===== src/rtl/zci_pkg.sv =====
// ---------------------------------------------------------------------------
// Zero crossing interpolator package
// Shared codes and control types of the crossing interpolator.
// ---------------------------------------------------------------------------
package zci_pkg;

  // Crossing direction codes
  localparam logic KIND_RISING  = 1'b0;
  localparam logic KIND_FALLING = 1'b1;

  // Queue status seen by both the front and the back
  typedef struct packed {
    logic full;
    logic empty;
  } zci_qstat_t;

  // Back end sequencer states
  typedef enum logic [2:0] {
    ST_IDLE = 3'b001,
    ST_RUN  = 3'b010,
    ST_HOLD = 3'b100
  } back_state_t;

endpackage


===== src/rtl/zci_if.sv =====
// ---------------------------------------------------------------------------
// Zero crossing interpolator channels
// Sample input channel and crossing result channel, valid/ready handshake.
// ---------------------------------------------------------------------------
interface sample_if #(
  parameter int TIME_BITS   = 32,
  parameter int SAMPLE_BITS = 16
);
  logic                          valid;
  logic                          ready;
  logic        [TIME_BITS-1:0]   sample_time;
  logic signed [SAMPLE_BITS-1:0] sample_value;

  modport source (output valid, sample_time, sample_value, input ready);
  modport sink   (input valid, sample_time, sample_value, output ready);
endinterface

interface root_if #(
  parameter int TIME_BITS = 32
);
  logic                 valid;
  logic                 ready;
  logic [TIME_BITS-1:0] root_time;
  logic                 root_kind;

  modport source (output valid, root_time, root_kind, input ready);
  modport sink   (input valid, root_time, root_kind, output ready);
endinterface


===== src/rtl/zero_crossing_interpolator.sv =====
// ---------------------------------------------------------------------------
// Zero crossing interpolator
// Detects sign changes in timestamped samples and interpolates the crossing.
// ---------------------------------------------------------------------------
// Samples are taken one per cycle while the two-entry job queue has room;
// zero samples and samples of the kept sign give no result. Each sign
// change becomes a job for the back end, which loads it, runs a serial
// multiply-divide loop that takes one dt bit per step, and then adds the
// base time into the output register once that register is free. The back
// end takes no new job until it has handed off the last; the queue lets new
// samples arrive while a result waits or a division is under way.
// ---------------------------------------------------------------------------
module zero_crossing_interpolator #(
  parameter int TIME_BITS   = 32,
  parameter int SAMPLE_BITS = 16
) (
  input logic    clk,
  input logic    rst,
  sample_if.sink samples,
  root_if.source roots
);
  import zci_pkg::*;

  localparam int JOB_W = 2 * TIME_BITS + 2 * SAMPLE_BITS + 2;

  zci_qstat_t       qstat;
  logic             push;
  logic [JOB_W-1:0] push_data;
  logic             pop;
  logic [JOB_W-1:0] pop_data;

  zci_front #(
    .TIME_BITS  (TIME_BITS),
    .SAMPLE_BITS(SAMPLE_BITS),
    .JOB_W      (JOB_W)
  ) u_front (
    .clk      (clk),
    .rst      (rst),
    .samples  (samples),
    .qstat    (qstat),
    .push     (push),
    .push_data(push_data)
  );

  zci_queue #(
    .WIDTH(JOB_W),
    .DEPTH(2)
  ) u_queue (
    .clk      (clk),
    .rst      (rst),
    .push     (push),
    .push_data(push_data),
    .pop      (pop),
    .pop_data (pop_data),
    .status   (qstat)
  );

  zci_back #(
    .TIME_BITS  (TIME_BITS),
    .SAMPLE_BITS(SAMPLE_BITS),
    .JOB_W      (JOB_W)
  ) u_back (
    .clk     (clk),
    .rst     (rst),
    .qstat   (qstat),
    .job_data(pop_data),
    .pop     (pop),
    .roots   (roots)
  );

endmodule


===== src/rtl/zci_queue.sv =====
// ---------------------------------------------------------------------------
// Zero crossing interpolator job queue
// Small FIFO that decouples crossing detection from the interpolation.
// ---------------------------------------------------------------------------
module zci_queue #(
  parameter int WIDTH = 8,
  parameter int DEPTH = 2
) (
  input  logic              clk,
  input  logic              rst,
  input  logic              push,
  input  logic [WIDTH-1:0]  push_data,
  input  logic              pop,
  output logic [WIDTH-1:0]  pop_data,
  output zci_pkg::zci_qstat_t status
);
  import zci_pkg::*;

  localparam int PTR_W = (DEPTH > 1) ? $clog2(DEPTH) : 1;
  localparam int CNT_W = $clog2(DEPTH + 1);

  logic [WIDTH-1:0] slots [DEPTH];
  logic [PTR_W-1:0] wr_ptr;
  logic [PTR_W-1:0] rd_ptr;
  logic [CNT_W-1:0] count;
  logic             do_push;
  logic             do_pop;

  assign status.full  = (count == CNT_W'(DEPTH));
  assign status.empty = (count == '0);
  assign do_push      = push && !status.full;
  assign do_pop       = pop && !status.empty;
  assign pop_data     = slots[rd_ptr];

  // Store a request at the write pointer
  always_ff @(posedge clk) begin
    if (do_push) begin
      slots[wr_ptr] <= push_data;
    end
  end

  // Advance pointers and occupancy
  always_ff @(posedge clk) begin
    if (rst) begin
      wr_ptr <= '0;
      rd_ptr <= '0;
      count  <= '0;
    end else begin
      if (do_push) begin
        wr_ptr <= (wr_ptr == PTR_W'(DEPTH - 1)) ? '0 : wr_ptr + 1'b1;
      end
      if (do_pop) begin
        rd_ptr <= (rd_ptr == PTR_W'(DEPTH - 1)) ? '0 : rd_ptr + 1'b1;
      end
      if (do_push && !do_pop) begin
        count <= count + 1'b1;
      end else if (do_pop && !do_push) begin
        count <= count - 1'b1;
      end
    end
  end

endmodule


===== src/rtl/zci_front.sv =====
// ---------------------------------------------------------------------------
// Zero crossing interpolator front end
// Keeps the last nonzero sample and queues a job on each sign change.
// ---------------------------------------------------------------------------
module zci_front #(
  parameter int TIME_BITS   = 32,
  parameter int SAMPLE_BITS = 16,
  parameter int JOB_W       = 2 * 32 + 2 * 16 + 2
) (
  input  logic                clk,
  input  logic                rst,
  sample_if.sink              samples,
  input  zci_pkg::zci_qstat_t qstat,
  output logic                push,
  output logic [JOB_W-1:0]    push_data
);
  import zci_pkg::*;

  typedef struct packed {
    logic                   kind;
    logic [SAMPLE_BITS:0]   divisor;
    logic [SAMPLE_BITS-1:0] mag_prev;
    logic [TIME_BITS-1:0]   dt;
    logic [TIME_BITS-1:0]   base;
  } job_t;

  logic [TIME_BITS-1:0]   last_time;
  logic [SAMPLE_BITS-1:0] last_value;
  logic                   have_last;

  logic                   accept;
  logic                   nonzero;
  logic [SAMPLE_BITS-1:0] cur;
  logic [SAMPLE_BITS-1:0] mag_prev;
  logic [SAMPLE_BITS-1:0] mag_cur;
  job_t                   job;

  assign samples.ready = !qstat.full;
  assign accept        = samples.valid && samples.ready;
  assign cur           = samples.sample_value;
  assign nonzero       = (cur != '0);

  // Magnitudes as unsigned; the most negative value maps to 2^(SAMPLE_BITS-1)
  assign mag_prev = last_value[SAMPLE_BITS-1] ? (~last_value + 1'b1) : last_value;
  assign mag_cur  = cur[SAMPLE_BITS-1] ? (~cur + 1'b1) : cur;

  // Build the interpolation request
  always_comb begin
    job.kind     = last_value[SAMPLE_BITS-1] ? KIND_RISING : KIND_FALLING;
    job.divisor  = {1'b0, mag_prev} + {1'b0, mag_cur};
    job.mag_prev = mag_prev;
    job.dt       = samples.sample_time - last_time;
    job.base     = last_time;
  end

  assign push      = accept && nonzero && have_last &&
                     (cur[SAMPLE_BITS-1] != last_value[SAMPLE_BITS-1]);
  assign push_data = job;

  // Keep the latest nonzero sample; drop zeros
  always_ff @(posedge clk) begin
    if (rst) begin
      last_time  <= '0;
      last_value <= '0;
      have_last  <= 1'b0;
    end else if (accept && nonzero) begin
      last_time  <= samples.sample_time;
      last_value <= cur;
      have_last  <= 1'b1;
    end
  end

endmodule


===== src/rtl/zci_back.sv =====
// ---------------------------------------------------------------------------
// Zero crossing interpolator back end
// Bit-serial multiply-divide of dt * |prev| / (|prev| + |cur|), then offset.
// ---------------------------------------------------------------------------
module zci_back #(
  parameter int TIME_BITS   = 32,
  parameter int SAMPLE_BITS = 16,
  parameter int JOB_W       = 2 * 32 + 2 * 16 + 2
) (
  input  logic                clk,
  input  logic                rst,
  input  zci_pkg::zci_qstat_t qstat,
  input  logic [JOB_W-1:0]    job_data,
  output logic                pop,
  root_if.source              roots
);
  import zci_pkg::*;

  typedef struct packed {
    logic                   kind;
    logic [SAMPLE_BITS:0]   divisor;
    logic [SAMPLE_BITS-1:0] mag_prev;
    logic [TIME_BITS-1:0]   dt;
    logic [TIME_BITS-1:0]   base;
  } job_t;

  localparam int RW    = SAMPLE_BITS + 2;
  localparam int CNT_W = $clog2(TIME_BITS + 1);

  job_t                   job;
  back_state_t            state;
  back_state_t            state_next;
  logic [TIME_BITS-1:0]   base;
  logic [TIME_BITS-1:0]   dt;
  logic [SAMPLE_BITS-1:0] mag_prev;
  logic [SAMPLE_BITS:0]   divisor;
  logic                   kind;
  logic [TIME_BITS-1:0]   quot;
  logic [SAMPLE_BITS:0]   rem;
  logic [CNT_W-1:0]       cnt;

  logic                   out_valid;
  logic [TIME_BITS-1:0]   out_time;
  logic                   out_kind;

  logic [RW-1:0]          t0;
  logic [RW-1:0]          t1;
  logic [RW-1:0]          t2;
  logic [RW-1:0]          dext;
  logic                   k0;
  logic                   k1;
  logic [TIME_BITS-1:0]   quot_step;
  logic                   hold_fire;

  assign job       = job_data;
  assign pop       = (state == ST_IDLE) && !qstat.empty;
  assign hold_fire = (state == ST_HOLD) && (!out_valid || roots.ready);

  // One dt bit per cycle: rem = 2*rem + bit*|prev|, then take out up to two divisors
  always_comb begin
    dext      = RW'(divisor);
    t0        = {rem, 1'b0} + (dt[TIME_BITS-1] ? RW'(mag_prev) : '0);
    k0        = (t0 >= dext);
    t1        = k0 ? (t0 - dext) : t0;
    k1        = (t1 >= dext);
    t2        = k1 ? (t1 - dext) : t1;
    quot_step = {quot[TIME_BITS-2:0], 1'b0} + TIME_BITS'({k0 && k1, k0 ^ k1});
  end

  // Sequence load, iterate, hand off
  always_comb begin
    state_next = state;
    case (state)
      ST_IDLE: begin
        if (!qstat.empty) begin
          state_next = ST_RUN;
        end
      end
      ST_RUN: begin
        if (cnt == CNT_W'(1)) begin
          state_next = ST_HOLD;
        end
      end
      ST_HOLD: begin
        if (hold_fire) begin
          state_next = ST_IDLE;
        end
      end
      default: state_next = ST_IDLE;
    endcase
  end

  always_ff @(posedge clk) begin
    if (rst) begin
      state <= ST_IDLE;
    end else begin
      state <= state_next;
    end
  end

  // Working registers
  always_ff @(posedge clk) begin
    if (pop) begin
      base     <= job.base;
      dt       <= job.dt;
      mag_prev <= job.mag_prev;
      divisor  <= job.divisor;
      kind     <= job.kind;
      quot     <= '0;
      rem      <= '0;
      cnt      <= CNT_W'(TIME_BITS);
    end else if (state == ST_RUN) begin
      dt   <= {dt[TIME_BITS-2:0], 1'b0};
      quot <= quot_step;
      rem  <= t2[SAMPLE_BITS:0];
      cnt  <= cnt - 1'b1;
    end
  end

  // Output register
  always_ff @(posedge clk) begin
    if (rst) begin
      out_valid <= 1'b0;
    end else if (hold_fire) begin
      out_valid <= 1'b1;
    end else if (roots.ready) begin
      out_valid <= 1'b0;
    end
  end

  always_ff @(posedge clk) begin
    if (hold_fire) begin
      out_time <= base + quot;
      out_kind <= kind;
    end
  end

  assign roots.valid     = out_valid;
  assign roots.root_time = out_time;
  assign roots.root_kind = out_kind;

endmodule


===== src/flat_wrapper.sv =====
// flat-port wrapper written by rule: the top's interface ports become plain ports
module zero_crossing_interpolator_flat import zci_pkg::*;
#(
  parameter int TIME_BITS   = 32,
  parameter int SAMPLE_BITS = 16
)
  (clk, rst, samples_valid, samples_sample_time, samples_sample_value, samples_ready, roots_valid, roots_root_time, roots_root_kind, roots_ready);
  sample_if #(.TIME_BITS(TIME_BITS), .SAMPLE_BITS(SAMPLE_BITS)) samples_i ();
  root_if #(.TIME_BITS(TIME_BITS)) roots_i ();
  input logic clk;
  input logic rst;
  input wire logic [$bits(samples_i.valid)-1:0] samples_valid;
  input wire logic [$bits(samples_i.sample_time)-1:0] samples_sample_time;
  input wire logic [$bits(samples_i.sample_value)-1:0] samples_sample_value;
  output wire logic [$bits(samples_i.ready)-1:0] samples_ready;
  output wire logic [$bits(roots_i.valid)-1:0] roots_valid;
  output wire logic [$bits(roots_i.root_time)-1:0] roots_root_time;
  output wire logic [$bits(roots_i.root_kind)-1:0] roots_root_kind;
  input wire logic [$bits(roots_i.ready)-1:0] roots_ready;
  assign samples_i.valid = samples_valid;
  assign samples_i.sample_time = samples_sample_time;
  assign samples_i.sample_value = samples_sample_value;
  assign samples_ready = samples_i.ready;
  assign roots_valid = roots_i.valid;
  assign roots_root_time = roots_i.root_time;
  assign roots_root_kind = roots_i.root_kind;
  assign roots_i.ready = roots_ready;
  zero_crossing_interpolator #(.TIME_BITS(TIME_BITS), .SAMPLE_BITS(SAMPLE_BITS)) u_core (.clk(clk), .rst(rst), .samples(samples_i), .roots(roots_i));
endmodule

===== config.mk =====
export PLATFORM = sky130hd
export DESIGN_NAME = zero_crossing_interpolator_flat
export DESIGN_NICKNAME = d
export VERILOG_FILES = /design/src/rtl/zci_pkg.sv /design/src/rtl/zci_if.sv /design/src/rtl/zero_crossing_interpolator.sv /design/src/rtl/zci_queue.sv /design/src/rtl/zci_front.sv /design/src/rtl/zci_back.sv /design/src/flat_wrapper.sv
export SDC_FILE = /design/constraint.sdc
export NUM_CORES = 1
export LEC_CHECK = 0
export BUFFER_PORTS_ARGS = -buffer_cell sky130_fd_sc_hd__buf_2
export CORE_UTILIZATION = 58
export CTS_BUF_LIST = sky130_fd_sc_hd__clkbuf_2
export DETAILED_ROUTE_END_ITERATION = 12
export GPL_TIMING_DRIVEN = 1
export HOLD_SLACK_MARGIN = 0.06
export PLACE_DENSITY = 0.75
export SYNTH_ARGS = -nofsm -noshare
export SYNTH_HDL_FRONTEND = slang
export SYNTH_HIERARCHICAL = 1
export SYNTH_SLANG_ARGS = --single-unit

===== constraint.sdc =====
create_clock -name clk -period 25.7 [get_ports clk]
set_input_delay 3.855 -clock clk [delete_from_list [all_inputs] [get_ports clk]]
set_output_delay 3.855 -clock clk [all_outputs]
set_load 0.05 [all_outputs]

Yosys cells after proc, flatten, opt, wreduce, memory -nomap -nowiden:

Memory sizes are Yosys's and may differ from the RTL's. A register that Yosys moved wholly into a read port is not among the register bits.
Index checks and enable logic that the tools add are counted.

* memories: 1
* bits in read-only memories: 0
* logic and storage cells: 92
* input bits: 52
* bits in writable memories: 196
* register bits after elaboration: 243
* bits in latches: 0

* $mul: 0
* div/mod/pow operators: 0
* bitwise operators: 3
* add/sub/neg operators: 14
* reduce and logical (&&, ||, !) cells: 23
* eq/ne operators: 9
* shift-type cells: 0
* multiplexer cells: 22
* magnitude comparators: 2

Memories
* u_core.u_queue.slots: words 2, bits a word 98, rd ports 1, clocked after memory_dff 1, wr ports 1, line zci_queue.sv:22 `logic [WIDTH-1:0] slots [DEPTH];`

Operators by type and width (number)
* $mux 32: 2
* $mux 16: 3
* $ge 18x17->1: 2
* $add 16x1->16 const B: 2
* $add 32x2->32: 1
* $add 32x32->32: 1
* $not 16->16: 2
* $sub 32x32->32: 1
* $add 18x16->18: 1
* $mux 18: 1
* $sub 18x17->18: 1
* $add 16x16->17: 1
* $mux 17: 1
* $sub 17x17->17: 1
* $reduce_bool 16->1: 1
* $logic_and 1x1->1: 11
* $mux 1: 9
* $mux 3: 3
* $pmux 3 s3: 1
* $eq 6x1->1 const B: 1
* $ne 2x2->1 const B: 3
* $reduce_bool 2->1: 3
* $sub 6x1->6 const B: 1
* $logic_not 1->1: 5
* 13 further kinds: 15

Logic depth before layout (Yosys ltp):

* depth in word-level cells: 11
* gate-level depth with buffers: 40

Hierarchy:

The synthesis kept the hierarchy.

Modules (own cells, without submodules)
* zci_back: cells an instance 1029, sequential area each 5114.9 um^2, area each 11046.8 um^2, times used 1
* zci_queue: cells an instance 330, sequential area each 5985.7 um^2, area each 7362.1 um^2, times used 1
* zci_front: cells an instance 645, sequential area each 980.9 um^2, area each 4814.6 um^2, times used 1

Worst setup path before layout:

No wires, ideal clock.

* kind: register -> register
* start: register u_core.u_back.dt[31]
* end: register u_core.u_back.quot[31]
* library setup time: 0.261 ns
* slack: 17.640 ns
* path buffers: 5
* data arrival time: 7.798 ns
* data required time: 25.439 ns
* clock period less this slack: 8.060 ns
* stages on the path, launching flop included: 39
* cell sequence: edfxtp_1 clkbuf_1 and2_1 ha_1 nand2_1 o311ai_0 a41oi_1 o211ai_1 nor2_1 xnor2_1 ha_1 and3_1 nand2_1 or4_1 a41o_1 or3b_1 buf_2 buf_6 [3 not listed] nand2_1 o21ai_0 a2111oi_0 nor2_1 a211oi_1 o21ai_0 a211oi_2 inv_2 ha_1 ha_1 ha_1 and3_1 clkbuf_1 nand2_1 nor2_1 nand3_1 xor2_1 a211oi_1

* word-level cells in the longest chain between the ends: 7
* elaborated cells between the ends (all ways): 9
* classes of those cells: add/sub (3); order compare (2); mux (2); bitwise (1); reduce/logical (1)

Ends and longest elaborated chain
* from (decl): line zci_back.sv:34 `logic [TIME_BITS-1:0] dt;`
* from (signal assigned): line zci_back.sv:105 `dt <= job.dt;`
* from (signal assigned): line zci_back.sv:113 `dt <= {dt[TIME_BITS-2:0], 1'b0};`
* $mux 16 (*): line zci_back.sv:62 `t0 = {rem, 1'b0} + (dt[TIME_BITS-1] ? RW'(mag_prev) : '0);`
* $add 18x16->18 (*): line zci_back.sv:62
* $sub 18x17->18 / $ge 18x17->1 (equally long branches): line zci_back.sv:64, zci_back.sv:63
* $mux 18: line zci_back.sv:64 `t1 = k0 ? (t0 - dext) : t0;`
* $ge 18x17->1: line zci_back.sv:65 `k1 = (t1 >= dext);`
* $xor 1x1->1 / $logic_and 1x1->1 (equally long branches): line zci_back.sv:67 `quot_step = {quot[TIME_BITS-2:0], 1'b0} + TIME_BITS'({k0 && k1, k0 ^ k1});`
* $add 32x2->32 (*): line zci_back.sv:67
* to (signal assigned): line zci_back.sv:114 `quot <= quot_step;`
* to (decl): line zci_back.sv:38 `logic [TIME_BITS-1:0] quot;`

Every way passes the cells marked *; elsewhere a longest branch is shown, timed or not.
A chain may end at the register's enable or synchronous reset.

Final worst setup path:

Same ends and word-level chain as after synthesis.

==> summary.md <==
| Metric | Value |
|---|---|
| Outcome | finished clean |
| Cells after synthesis | 2,004 |
| Actual slew at the worst max-slew pin | 1224 ps |
| Yosys warning total | 6 |
| Req. time, crit path | 26,500 ps |
| Share of the synthesized area in the top cell type | 42.28% |
| # setup viols final | 0 |
| Root Buffer | clkbuf_2 |
| Pwr Total | 1.960 mW |
| Die ar. | 40,840 um^2 |
| Final slew viol count | 0 |
| Die W | 202.1 um |
| Fin crit period | 9283 ps |
| Post-synth top area cell | edfxtp_1 |
| Number of flops mapped to enable cells by yosys | 327 |
| CTS Buf Count | 106 |
| Max-cap violation count | 0 |
| Largest net degree at the start of global routing | 74 |
| CP arrival | 10,080 ps |
| Asr flop ratio synth | 0% |
| Crit end category | flop |
| Initial Util | 59.40% |
| Hold Path Class | flop to flop |
| Delay of the slowest cell on the worst path | 750 ps |
| Rel. slew slack | 18.42% |
| Ports | 87 |
| CP Max Fanout | 22 |
| Number of buffers added on ports | 86 |
| Fmax | 0.1077 GHz |
| Initial DRC count | 1,112 |
| Critical path launch point type | flop |
| WL/cell | 17.71 um |
| Register area share after synthesis | 52.02% |
| #FFs+latches synth | 440 |
| Final Core Density | 64.35% |
| Final hold vios | 0 |
| Tot GR Track Use | 24.08% |
| Crit path kind | flop to flop |
| Die Y | 202.1 um |
| Post-CTS Resized | 0 |
| CTS max path bufs | 3 |
| Tcrit/Tclk final | 36.12% |
| Placed cell count | 2,565 |
| Peak supply drop | 47.04 uV |
| CTS Hold Bufs | 0 |
| Worst slack at placement | 16,580 ps |
| CP max-delay cell | a2111oi_0 |
| LEAKAGE | 9.739 nW |
| Clk slew on worst S/H paths | 100 ps |
| Placed Area | 24,150 um^2 |
| Layout cells sized above 1 | 20.07% |
| Worst-case hold slack | 473.9 ps |
| Pre-antenna DRT Iters | 5 |
| HPWL after DPL | 34,630 um |
| Worst-Skew Late Latency | 980 ps |
| Syn Nets | 2,194 |
| First-pass GRT wire length | 78,320 um |
| Setup bufs post-CTS | 0 |
| DRC Markers | 0 |
| Mean number of vias per cell | 5.696 |
| P&R area growth vs syn | 8.340% |
| Final instance area | 25,160 um^2 |
| Core ar. | 39,100 um^2 |
| Final net count | 2,345 |
| Final Instance Count excl. Fillers | 2,761 |
| Crit path top cell by count | ha_1 |
| Setup TNS Final | 0 ps |
| Largest cells by area after synthesis | edfxtp_1, dfxtp_1, ha_1, mux2_2, xnor2_1 |
| Pwr/cell area | 77.92 nW/um^2 |
| Mapped Area | 23,220 um^2 |
| Htree depth | 3 |
| Unrepaired setup endpoints after global routing | no |
| RePlAce Congestion | 0.8991 |
| Synthesized area per cell | 11.59 um^2 |
| Via count | 15,730 |
| Routed WL | 48,900 um |
| Synth cell types | 84 |
| Dominant synthesized flop cell | edfxtp_1 |
| Initial antenna violation count | 1 |
| Remaining global-route overflow | 0 |
| # clock sinks | 440 |
| CTS tree | yes |
| Clock Skews | 70.14 ps |
| Vias in the first global route | 15,550 |
| Post-route ant nets | 0 |
| Final worst slack | 16,420 ps |
| Row cnt | 72 |
==> worst paths after layout <==
path                                                    startpoint                                  end  slack, ps  cells after the start
worst max-delay path                u_core/u_back/dt[31]$_DFFE_PP_  u_core/u_back/quot[31]$_SDFFE_PP0P_      16420                     36
worst min register to register  u_core/u_back/rem[13]$_SDFFE_PP0P_   u_core/u_back/rem[13]$_SDFFE_PP0P_        470                      2
worst min-delay path            u_core/u_back/rem[13]$_SDFFE_PP0P_   u_core/u_back/rem[13]$_SDFFE_PP0P_        470                      2
worst max register to register      u_core/u_back/dt[31]$_DFFE_PP_  u_core/u_back/quot[31]$_SDFFE_PP0P_      16420                     36
==> cell families after synthesis <==
logic type	synth area share, %
flip-flops	52.02
AO/OA/AOI/OAI	12.50
AND/OR/NAND/NOR	10.26
buffers and inverters	2.866
multiplexers	7.440
adder cells (fa/ha/maj)	7.720
XOR/XNOR	7.192
==> Yosys cell counts, drive strengths merged, types with 40 or more instances <==
| cell type | count |
|---|---|
| edfxtp | 327 |
| nand2 | 194 |
| mux2 | 142 |
| a21oi | 140 |
| ha | 132 |
| xnor2 | 125 |
| dfxtp | 113 |
| inv | 105 |
| nor2 | 96 |
| o21ai | 88 |
| xor2 | 58 |
| a21o | 43 |
| nand3 | 40 |
==> area by class of cell <==
type	count	area, um^2
repair buffers	98	520.5
clock buffers	143	715.7
diodes	1	2.502
flip-flops and latches	440	12090
multi-input cells	1404	10500
well taps	518	648.1
fillers	3099	13940
clock inverters	52	290.3
inverters	105	395.4
==> flip-flops by register name, summed over array words and instances, names as in the netlist, named ones only <==
name / count
u_core/u_front/have_last: 1
u_core/u_front/last_value: 16
u_core/u_back/rem: 17
u_core/u_front/last_time: 32
u_core/u_back/state: 3
u_core/u_back/dt: 32
u_core/u_queue/wr_ptr: 1
u_core/u_back/quot: 32
u_core/u_back/roots.root_time: 32
u_core/u_back/mag_prev: 16
u_core/u_back/kind: 1
u_core/u_back/roots.valid: 1
u_core/u_back/base: 32
u_core/u_back/roots.root_kind: 1
u_core/u_back/cnt: 6
u_core/u_back/divisor: 17
u_core/u_queue/slots: 196
u_core/u_queue/rd_ptr: 1
u_core/u_queue/count: 2
==> where the power goes <==
group | switching (mW) | internal (mW) | leakage (nW)
clock network | 0.271 | 0.184 | 0.746
registers | 0.0351 | 0.845 | 3.92
logic | 0.369 | 0.256 | 5.08
==> per-layer routing <==
metal | wire [um] | vias to the layer above | global-route usage (%) | share of wire [%]
met2 | 21430 | 436 | 36.21 | 44
met3 | 2681 | 77 | 3.757 | 5.5
li1 | - | 7741 | - | -
met4 | 906 | 0 | 7.573 | 1.9
met5 | 0 | - | 0 | 0
met1 | 23880 | 7473 | 35.82 | 49
==> worst max-delay path, delay by kind of cell, from the launching register on <==
family,cells,cell delay [ps]
XOR/XNOR,2,300
adder cells (fa/ha/maj),7,1950
flip-flops,1,550
buffers and inverters,3,490
multiplexers,1,230
AO/OA/AOI/OAI,11,3250
AND/OR/NAND/NOR,12,2340
==> placed cells by master (no fill, tap or decap), types with 11 or more instances in the layout <==
cell / Yosys / routed
nand3_1: 40 / 40
a31oi_1: 11 / 11
o21a_1: 18 / 18
o21bai_1: 12 / 12
nand4_1: 18 / 18
a211oi_1: 15 / 15
buf_2: 13 / 86
nor2b_1: 11 / 11
a21oi_1: 140 / 140
a21o_1: 43 / 43
nor2_1: 96 / 95
nand2b_1: 23 / 23
xnor2_1: 119 / 119
inv_1: 104 / 103
ha_1: 132 / 132
nand2_1: 194 / 194
mux2_4: 21 / 21
clkinv_1: 0 / 35
clkinv_2: 0 / 14
and2_1: 23 / 22
nor3_1: 20 / 20
buf_4: 3 / 12
xor2_1: 58 / 58
and3_1: 18 / 18
clkbuf_2: 0 / 143
edfxtp_1: 327 / 327
o21ai_0: 84 / 84
mux2_2: 120 / 120
dfxtp_1: 113 / 112
Note: power is estimated with default switching activity, not from simulation.
